### config.mk
export PLATFORM = sky130hd
export DESIGN_NAME = pwl_ram
export DESIGN_NICKNAME = d
export VERILOG_FILES = /design/src/rtl/assert_macros.svh /design/src/rtl/pwl_ram.sv
export SDC_FILE = /design/constraint.sdc
export NUM_CORES = 2
export LEC_CHECK = 0
export BUFFER_PORTS_ARGS = -buffer_cell sky130_fd_sc_hd__buf_2
export CAP_MARGIN = 0
export CELL_PAD_IN_SITES_DETAIL_PLACEMENT = 0
export CELL_PAD_IN_SITES_GLOBAL_PLACEMENT = 2
export CORE_ASPECT_RATIO = 1.2
export CORE_MARGIN = 2
export CORE_UTILIZATION = 40
export DETAILED_ROUTE_END_ITERATION = 8
export PLACE_DENSITY = 0.71
export SKIP_CTS_REPAIR_TIMING = 1
export SLEW_MARGIN = 25
export SYNTH_ARGS = -nofsm -noshare
export SYNTH_HDL_FRONTEND = slang
export SYNTH_SLANG_ARGS = --single-unit
### constraint.sdc
create_clock -name clk -period 3.7 [get_ports clk]
set_clock_uncertainty 0.15 [all_clocks]
set_input_delay 0.555 -clock clk [delete_from_list [all_inputs] [get_ports clk]]
set_output_delay 0.555 -clock clk [all_outputs]
set_load 0.1 [all_outputs]
### src/rtl/assert_macros.svh
// Assertion macros for the piecewise-linear lookup block.
// Self-contained; taken in by the top level.
`ifndef ASSERT_MACROS_SVH
`define ASSERT_MACROS_SVH
`ifndef SYNTHESIS
`define ASSERT_IMPL(label, clk, rst_n, prop) \
    label: assert property (@(posedge clk) disable iff (!rst_n) prop) else $error("assertion failed");
`define ASSERT_NEVER(label, clk, rst_n, expr) \
    label: assert property (@(posedge clk) disable iff (!rst_n) !(expr)) else $error("forbidden state");
`else
`define ASSERT_IMPL(label, clk, rst_n, prop)
`define ASSERT_NEVER(label, clk, rst_n, expr)
`endif
`endif

### src/rtl/pwl_ram.sv
// Generic single-port RAM with registered read.
// No dependencies.
`default_nettype none
module pwl_ram #(
    parameter int WIDTH = 32,
    parameter int DEPTH = 64
) (
    input  wire logic                     clk,
    input  wire logic                     we,
    input  wire logic [$clog2(DEPTH)-1:0] addr,
    input  wire logic [WIDTH-1:0]         wdata,
    output logic      [WIDTH-1:0]         rdata
);
    logic [WIDTH-1:0] mem [DEPTH];

    always_ff @(posedge clk)
    begin
        if (we)
        begin
            mem[addr] <= wdata;
        end
        rdata <= mem[addr];
    end
endmodule
`default_nettype wire

==> run_results.csv <==
group,metric,value,unit
run_status,status,"completed",
global_routing,grt_first_pass_wirelength,316,mm
clock_tree,cts_root_buffer,"clkbuf_16",
route,drtIter0Drc,4250,
global_routing,grt.total_usage,0.218,
power,p_per_area,532,nW/um^2
yosys,yosys_warnings,0,
sta,slew_violations,0,
yosys,synthTopCellsByArea,"edfxtp_1, mux2i_1, mux4_2",
setup_path,crit_path_end_kind,"flip-flop",
global_routing,grt.busiest_layer,"met2",
global_routing,use_met3,0.0355,
floorplanning,die_h,491,um
floorplanning,die_x,410,um
route,viasPerCell,5.83,
flow_run,maxCapViolCount,0,
setup_path,startpoint,"addr[0]",
yosys,ys_seq_elements,2080,
layout,area.growth.synth_to_final,16.0,%
setup_path,cp.arrival,3.49,ns
yosys,synth_async_sr_flop_share,0,
layout,fill_cells,16500,
yosys,synth_edf_count,2048,
global_routing,grtUsageMet2,0.357,
placed_design,gp_congestion,0.817,
yosys,syn_inst,4239,
yosys,synth_area_per_cell,18.6,sq um
layout,post-route-util,0.467,
clock_tree,htree_levels,4,
global_routing,gr-total-overflow,0,
sta,final-setup-viol-count,0,
route,routed_wirelength,222,mm
global_routing,antenna_found_initial,23,
sta,clock.fmax,351,MHz
setup_path,cp.required,4.34,ns
yosys,synthDistinctLibCells,56,
floorplanning,die_area,201000,sq um
layout,multi_input_area,16100,sq um
yosys,synthFlopType,"edfxtp_1",
route,num_vias,42800,
route,ant_nets,0,
setup_path,crit_type,"in2reg",
power,peakVddDrop,0.000482,V
clock_tree,cts.clk_slew.worst_paths,0.06,ns
layout,drive_gt1_frac,0.218,
power,leakage,29.6,nW
placed_design,dp_hpwl,137,mm
sta,grt_setup_unrepaired,"no",
sta,relSlewSlack,0.280,
route,remaining_drc_errors,0,
sta,hold_viol_final,0,
floorplanning,io_pins,72,
route,dr.pass1.iters,5,
floorplanning,placementRows,178,
worst_hold_path,min_path_type,"in2reg",
worst_hold_path,hold_depth,1,
floorplanning,initial_core_util,0.403,
setup_path,cp_max_fo,37,
route,wl_per_cell,30.2,um
setup_path,worstReg2RegStart,"mem[22][25]$_DFFE_PP_",
setup_path,r2r_cells,5,
clock_tree,clock-sinks,2080,
yosys,synth_top_cell_area_share,0.779,
layout,nets,4605,
global_routing,grt_max_degree,76,
clock_tree,cts_buffers,193,
sta,final.min_clock_period,2.85,ns
global_routing,grt_pass1_vias,42200,
clock_tree,cts_tree,"built",
sta,worstMarginPinSlew,1.07,ns
yosys,syn-num-nets,4279,
layout,seqCellArea,62100,sq um
yosys,syn_area,78900,sq um
worst_hold_path,min-delay-start,"wdata[15]",
placed_design,io_buffers,71,
yosys,synth_seq_area_share,0.787,
setup_path,cp-start-kind,"input port",
sta,finalCritPeriodShare,0.771,
floorplanning,core,196000,sq um
global_routing,grt_util_met1,0.308,
clock_tree,clock_path_buffers,3,
sta,fin_hold_ws,0.0291,ns
yosys,synth_area_leader_cell,"edfxtp_1",
clock_tree,clock_latency,0.84,ns
==> state kept, by name, indices dropped and copies added, names as in the netlist <==
signal / cells
mem: 2048
rdata: 32
==> through the flow <==
| stage | setup TNS, ns | total power, W | instances | cell area [sq um] | worst slack, ns |
|---|---|---|---|---|---|
| detailed placement | 0 | 0.0298 | 6976 | 85300 | 0.106 |
| CTS | 0 | 0.0490 | 7332 | 91400 | 0.999 |
| finish | 0 | 0.0487 | 7340 | 91500 | 0.848 |
| floorplan | -488.41 | 0.0283 | 4239 | 78900 | -0.244 |
| global placement | 0 | 0.0297 | 6975 | 85300 | 0.0967 |
| global route | 0 | 0.0500 | 7338 | 91500 | 0.834 |
==> Yosys cell counts, types with 3 or more instances <==
cell type	n
or4_1	15
and3_1	85
mux2_2	147
o22a_1	70
mux2i_1	259
o22ai_1	93
and2_1	5
a2111oi_0	15
clkbuf_1	168
buf_1	33
buf_2	83
nor4_1	14
dfxtp_1	32
mux4_2	96
nor2b_1	8
a31oi_1	43
a22oi_1	188
nand3_1	54
nor2_1	145
or4b_1	14
a222oi_1	16
a221oi_1	175
or3_1	4
a211oi_1	17
nand2_1	28
buf_12	3
o21ai_0	84
a22o_1	66
a21oi_1	121
nand2b_1	18
nand4_1	3
edfxtp_1	2048
nor3_1	22
o2bb2ai_1	15
buf_4	8
a221o_1	15
o221ai_1	6
==> worst max-delay path, stage by stage <==
cell and delay [ns]:
buf_8 0.17, buf_12 0.24, nor2b_4 0.65, buf_12 0.31, buf_4 0.17, a221oi_1 0.09, o22a_1 0.29, o22ai_1 0.66
or4_1 0.22
==> cell families after synthesis <==
group                  share of synthesized area
AO/OA/AOI/OAI                             0.0866
buffers and inverters                     0.0168
flip-flops                                 0.787
multiplexers                              0.0812
AND/OR/NAND/NOR                           0.0281
==> routing by layer <==
metal  vias up  wire (um)
li1      18300          -
met1     22700      94500
met2      1511     109000
met3       258      14200
met4         6       4390
met5         -         40
==> placed cells by master (no fill, tap or decap), types with 9 or more instances in the layout <==
master,count
nand3_1,53
a22oi_1,188
buf_12,64
mux4_2,96
a211oi_1,17
and3_1,85
clkbuf_8,9
nand2_1,27
or4_1,15
a22o_1,66
a31oi_1,43
o22a_1,70
o22ai_1,93
dfxtp_1,32
a221o_1,15
nor4_1,14
or4b_1,14
a21oi_1,121
clkinv_2,33
o21ai_0,84
buf_4,300
mux2i_1,259
buf_2,58
nor3_1,19
nor2_1,77
clkinv_1,41
a221oi_1,175
a222oi_1,16
mux2_2,147
nand2b_1,15
bufinv_16,13
o2bb2ai_1,15
nor2_4,67
a2111oi_0,13
clkbuf_1,43
edfxtp_1,2048
clkbuf_16,196
==> final cells by class <==
| class | count | share of cell area |
|---|---|---|
| Sequential cell | 2080 | 0.679 |
| Multi-Input combinational cell | 1859 | 0.175 |
| Clock buffer | 248 | 0.0567 |
| Timing Repair Buffer | 429 | 0.0429 |
| Tap cell | 2610 | 0.0357 |
| Clock inverter | 108 | 0.0102 |
| Inverter | 2 | 0.000164 |
| Antenna cell | 4 | 0.000109 |
==> power breakdown <==
group | total (W) | switching (W) | internal [W] | leakage, nW
registers | 0.0262 | 0.000119 | 0.0261 | 18.7
logic | 0.00307 | 0.00217 | 0.000904 | 7.91
clock network | 0.0194 | 0.00858 | 0.0108 | 2.99
total | 0.0487 | 0.0109 | 0.0378 | 29.6
==> worst paths after layout <==
path / end / slack, ns
setup reg to reg: rdata[25]$_DFF_P_ / 1.12
hold reg to reg: rdata[16]$_DFF_P_ / 0.52
setup / recovery: rdata[23]$_DFF_P_ / 0.85
hold / removal: mem[4][15]$_DFFE_PP_ / 0.03
(Power assumes the default switching activity.)
