--- config.mk ---
export PLATFORM = sky130hd
export DESIGN_NAME = pwl_div
export DESIGN_NICKNAME = d
export VERILOG_FILES = /design/src/rtl/assert_macros.svh /design/src/rtl/pwl_pkg.sv /design/src/rtl/pwl_div.sv
export SDC_FILE = /design/constraint.sdc
export NUM_CORES = 1
export LEC_CHECK = 0
export CAP_MARGIN = 15
export CORE_UTILIZATION = 65
export DETAILED_ROUTE_END_ITERATION = 16
export DONT_BUFFER_PORTS = 1
export GPL_TIMING_DRIVEN = 0
export PLACE_DENSITY = 0.88
export SYNTH_ARGS = -nofsm -noshare
export SYNTH_HDL_FRONTEND = slang
export SYNTH_SLANG_ARGS = --single-unit
export TNS_END_PERCENT = 1
--- constraint.sdc ---
create_clock -name clk -period 7 [get_ports clk]
set_input_delay 0.7 -clock clk [delete_from_list [all_inputs] [get_ports clk]]
set_output_delay 0.7 -clock clk [all_outputs]
set_load 0.01 [all_outputs]
--- src/rtl/assert_macros.svh ---
// Assertion macros for the piecewise-linear lookup block.
// Self-contained; taken in by the top level.
`ifndef ASSERT_MACROS_SVH
`define ASSERT_MACROS_SVH
`ifndef SYNTHESIS
`define ASSERT_IMPL(label, clk, rst_n, prop) \
    label: assert property (@(posedge clk) disable iff (!rst_n) prop) else $error("assertion failed");
`define ASSERT_NEVER(label, clk, rst_n, expr) \
    label: assert property (@(posedge clk) disable iff (!rst_n) !(expr)) else $error("forbidden state");
`else
`define ASSERT_IMPL(label, clk, rst_n, prop)
`define ASSERT_NEVER(label, clk, rst_n, expr)
`endif
`endif

--- src/rtl/pwl_pkg.sv ---
// Package for the piecewise-linear lookup block: codes, states, sizes.
// No dependencies.
`default_nettype none
package pwl_pkg;
    localparam int DEPTH_DEF     = 64;
    localparam int FRAC_BITS_DEF = 16;

    localparam logic [1:0] OP_CLEAR   = 2'd0;
    localparam logic [1:0] OP_LOAD    = 2'd1;
    localparam logic [1:0] OP_FORWARD = 2'd2;
    localparam logic [1:0] OP_INVERSE = 2'd3;

    localparam logic [1:0] ST_OK    = 2'd0;
    localparam logic [1:0] ST_FEW   = 2'd1;
    localparam logic [1:0] ST_FULL  = 2'd2;

    typedef enum logic [3:0] {
        S_IDLE,
        S_SRCH_RD,
        S_SRCH_CMP,
        S_SHIFT_RD,
        S_SHIFT_WR,
        S_INS,
        S_EP_RD,
        S_EP_CMP,
        S_SEG_RD,
        S_SEG_CMP,
        S_MUL,
        S_DIV,
        S_DONE
    } state_t;

    typedef struct packed {
        logic        start;
        logic [31:0] dividend_hi;
        logic [31:0] dividend_lo;
        logic [31:0] divisor;
    } div_req_t;
endpackage
`default_nettype wire

--- src/rtl/pwl_div.sv ---
// Restoring divider: 64-bit unsigned dividend by 32-bit divisor, one bit a cycle.
// Depends on pwl_pkg.
`default_nettype none
module pwl_div
    import pwl_pkg::*;
(
    input  wire logic     clk,
    input  wire logic     rst_n,
    input  wire div_req_t req,
    output logic          done,
    output logic [31:0]   quot
);
    logic [31:0] rem_reg, rem_next;
    logic [63:0] dvd_reg, dvd_next;
    logic [31:0] dvs_reg;
    logic [6:0]  cnt_reg, cnt_next;
    logic        busy_reg, busy_next;
    logic [33:0] trial;
    logic [32:0] shifted;

    always_comb
    begin
        shifted   = {rem_reg, dvd_reg[63]};
        trial     = {1'b0, shifted} - {2'b00, dvs_reg};
        rem_next  = rem_reg;
        dvd_next  = dvd_reg;
        cnt_next  = cnt_reg;
        busy_next = busy_reg;
        done      = 1'b0;
        if (req.start)
        begin
            rem_next  = '0;
            dvd_next  = {req.dividend_hi, req.dividend_lo};
            cnt_next  = 7'd64;
            busy_next = 1'b1;
        end
        else if (busy_reg)
        begin
            if (trial[33])
            begin
                rem_next = shifted[31:0];
                dvd_next = {dvd_reg[62:0], 1'b0};
            end
            else
            begin
                rem_next = trial[31:0];
                dvd_next = {dvd_reg[62:0], 1'b1};
            end
            cnt_next = cnt_reg - 7'd1;
            if (cnt_reg == 7'd1)
            begin
                busy_next = 1'b0;
                done      = 1'b1;
            end
        end
    end

    always_ff @(posedge clk or negedge rst_n)
    begin
        if (!rst_n)
        begin
            busy_reg <= 1'b0;
            cnt_reg  <= '0;
        end
        else
        begin
            busy_reg <= busy_next;
            cnt_reg  <= cnt_next;
        end
    end

    always_ff @(posedge clk)
    begin
        rem_reg <= rem_next;
        dvd_reg <= dvd_next;
        if (req.start)
        begin
            dvs_reg <= req.divisor;
        end
    end

    // Take the last quotient bit in the same cycle as the done strobe.
    assign quot = dvd_next[31:0];
endmodule
`default_nettype wire

==> summary.md <==
| Metric | Value |
|---|---|
| Status | complete, no violations |
| Die W | 108 um |
| Core box area | 0.0109 mm2 |
| CP Launch Type | flop |
| Sequential area share after synthesis | 46.2% |
| Minimum clock period | 3.95 ns |
| CTS tree | yes |
| Die footprint | 0.0118 mm2 |
| Final hold vios | 0 |
| PortBufs | 0 |
| Layout cells sized above 1 | 9.97% |
| Pin count of the biggest net entering global routing | 34 |
| Worst path top cell family by delay | compound AO/OA/AOI/OAI gates |
| DRC errors left | 0 |
| VDD IR max | 0.236 mV |
| Number of synthesis warnings | 0 |
| Syn_nets | 872 |
| CP Capture Type | output port |
| DR WL/cell | 18.6 um |
| Initial antenna violation count | 0 |
| Grt ovf | 0 |
| All-Layer GR Usage | 30.3% |
| WP buf/inv | 3 |
| Area Growth Syn to Fin | 10.1% |
| Final Setup Violations | 0 |
| Fillers | 754 |
| Row cnt | 38 |
| Cells after synthesis | 738 |
| Synth cell types | 66 |
| Synthesized area | 0.00737 mm2 |
| Min-delay worst type | in2reg |
| Max clock buf depth | 2 |
| Drt total wl | 16.9 mm |
| Final Non-Filler Cells | 912 |
| Pre-CTS WS | 3.56 ns |
| Post-route ant nets | 0 |
| Die H | 108 um |
| PwrDens | 402 mW/mm2 |
| Reg2Reg Setup Slack | 3.88 ns |
| Fin nets | 893 |
| CP max stage delay | 0.50 ns |
| First-pass GRT wire length | 26.9 mm |
| Critical Path AT | 3.25 ns |
| Top post-synthesis cells by area | edfxtp_1 (26%), dfxtp_1 (17%), mux2i_1 (7.5%) |
| RSZ-0062 raised after global routing | false |
| Most common cell after layout, fill and taps aside | nand2_1 |
| Share of the synthesized area in the top cell type | 26.1% |
| Crit path required time | 6.30 ns |
| Max Cap Violations | 0 |
| Number of global-route vias before repair | 5,530 |
| Register area | 0.00340 mm2 |
| Cts repair resizes | 0 |
| Crit path kind | reg2out |
| I/O Pins | 132 |
| Final core occ | 74.2% |
| Final setup TNS | 0 ns |
| Fin crit share | 56.4% |
| Root buf cell | clkbuf_16 |
| Cells after DPL | 878 |
| DP Wirelength | 12.0 mm |
| Routed via count | 5,634 |
| Via/cell ratio | 6.18 |
| Slew headroom | 44.9% |
| H-tree levels | 4 |
| Cells along the critical path | inv_1, ha_1, buf_2, a21oi_2, o21ai_1, a31oi_1, o21ai_1, a21oi_2, a21oi_4, a311oi_2, a211oi_1, a21o_1, buf_4 |
| Syn_area_per_cell | 9.99 um2 |
| Worst Tran Pin Value | 0.815 ns |
| Clock Latency Late Sink | 0.43 ns |
| Max FO, Critical Path | 7 |
| Pwr Total | 3.26 mW |
| Synthesized flop and latch total | 136 |
| Synth Flop Type | edfxtp_1 |
| Final worst setup slack | 3.05 ns |
| CTS Buf Count | 17 |
| Synth area leader | edfxtp_1 |
| Slew Limit Fails | 0 |
| # clock sinks | 136 |
| Skew final | 0.00766 ns |
| Diode count | 0 |
| RD Place Congestion | 0.918 |
| First-pass DRT Iterations | 5 |
| Multi-input logic area | 0.00338 mm2 |
| Asr flop ratio synth | 5.88% |
| DR iter-0 viols | 315 |
| Max reg flops | 64 |
| Slowest CP cell | a311oi_2 |
| Most frequent cells in the layout | nand2_1 (77), dfxtp_1 (64), edfxtp_1 (64) |
| Fmax | 0.253 GHz |
| Leakage | 3.58 nW |
| Number of synthesized flops with an enable pin | 64 |
| Initial Utilization | 67.4% |
| Clock Pin Slew Worst Setup and Hold Paths | 0.06 ns |
## what timing repair did
| action | CTS | global route |
|---|---|---|
| hold buffers | 1 | 0 |
| setup buffers | 0 | 0 |
| endpoints found under the hold margin | 8 | 0 |
## where the power goes
group | switching, mW | internal, mW
clock | 0.350 | 0.476
sequential | 0.124 | 1.01
combinational | 0.732 | 0.574
## synthesized netlist by cell type, types with 3 or more instances
cell,instances
nand2_1,77
nor3_1,5
inv_1,43
nor2b_1,4
nand2b_1,5
edfxtp_1,64
ha_1,34
a31oi_1,8
nor2_1,44
dfxtp_1,64
mux2i_1,55
a21oi_1,31
o311ai_1,4
a22o_1,31
o21ai_0,44
a211oi_1,18
dfrtp_1,8
and3_1,3
o21ai_1,15
o21bai_1,6
clkbuf_1,29
buf_4,32
xor2_1,8
buf_2,3
xnor2_1,23
a21o_1,13
nand3_1,12
## worst paths after layout
| path | from | end | depth (start not counted) |
|---|---|---|---|
| max | dvs_reg[16] | quot[0] | 13 |
| min | req[0] | dvs_reg[0] | 0 |
| max reg2reg | dvs_reg[16] | rem_reg[26] | 13 |
| min reg2reg | rem_reg[23] | rem_reg[23] | 2 |
| max in group asynchronous | rst_n | cnt_reg[1] | 1 |
| min in group asynchronous | rst_n | cnt_reg[4] | 1 |
## stage by stage
step	hold slack (ns)	instance area, um2
global placement	0.405	7540
global route	0.347	8120
finish	0.363	8120
CTS	0.348	8090
detailed placement	0.405	7540
floorplan	0.404	7370
## area by class of cell
class                      instances  area share, %
sequential                       136           41.9
buffer                            69           5.10
clock inverter                     9          0.802
inverter                          45           2.08
timing repair buffer               2          0.462
clock buffer                      23           5.78
tap                              140           2.16
multi-input combinational        488           41.7
## routing by layer
metal,routed length (um),GRT usage (%)
met5,0,0
met4,520,13.6
met3,1490,10.8
met2,8210,50.5
met1,6700,34.8
## cell families after synthesis
| family | count (synthesis) | share of synthesized area, % |
|---|---|---|
| AO/OA/AOI/OAI | 199 | 18.4 |
| AND/OR/NAND/NOR | 167 | 10.2 |
| flip-flops | 136 | 46.2 |
| buffers and inverters | 114 | 7.91 |
| multiplexers | 56 | 7.62 |
| adder cells (fa/ha/maj) | 35 | 6.04 |
| XOR/XNOR | 31 | 3.68 |
Note: power is estimated with default switching activity, not from simulation.
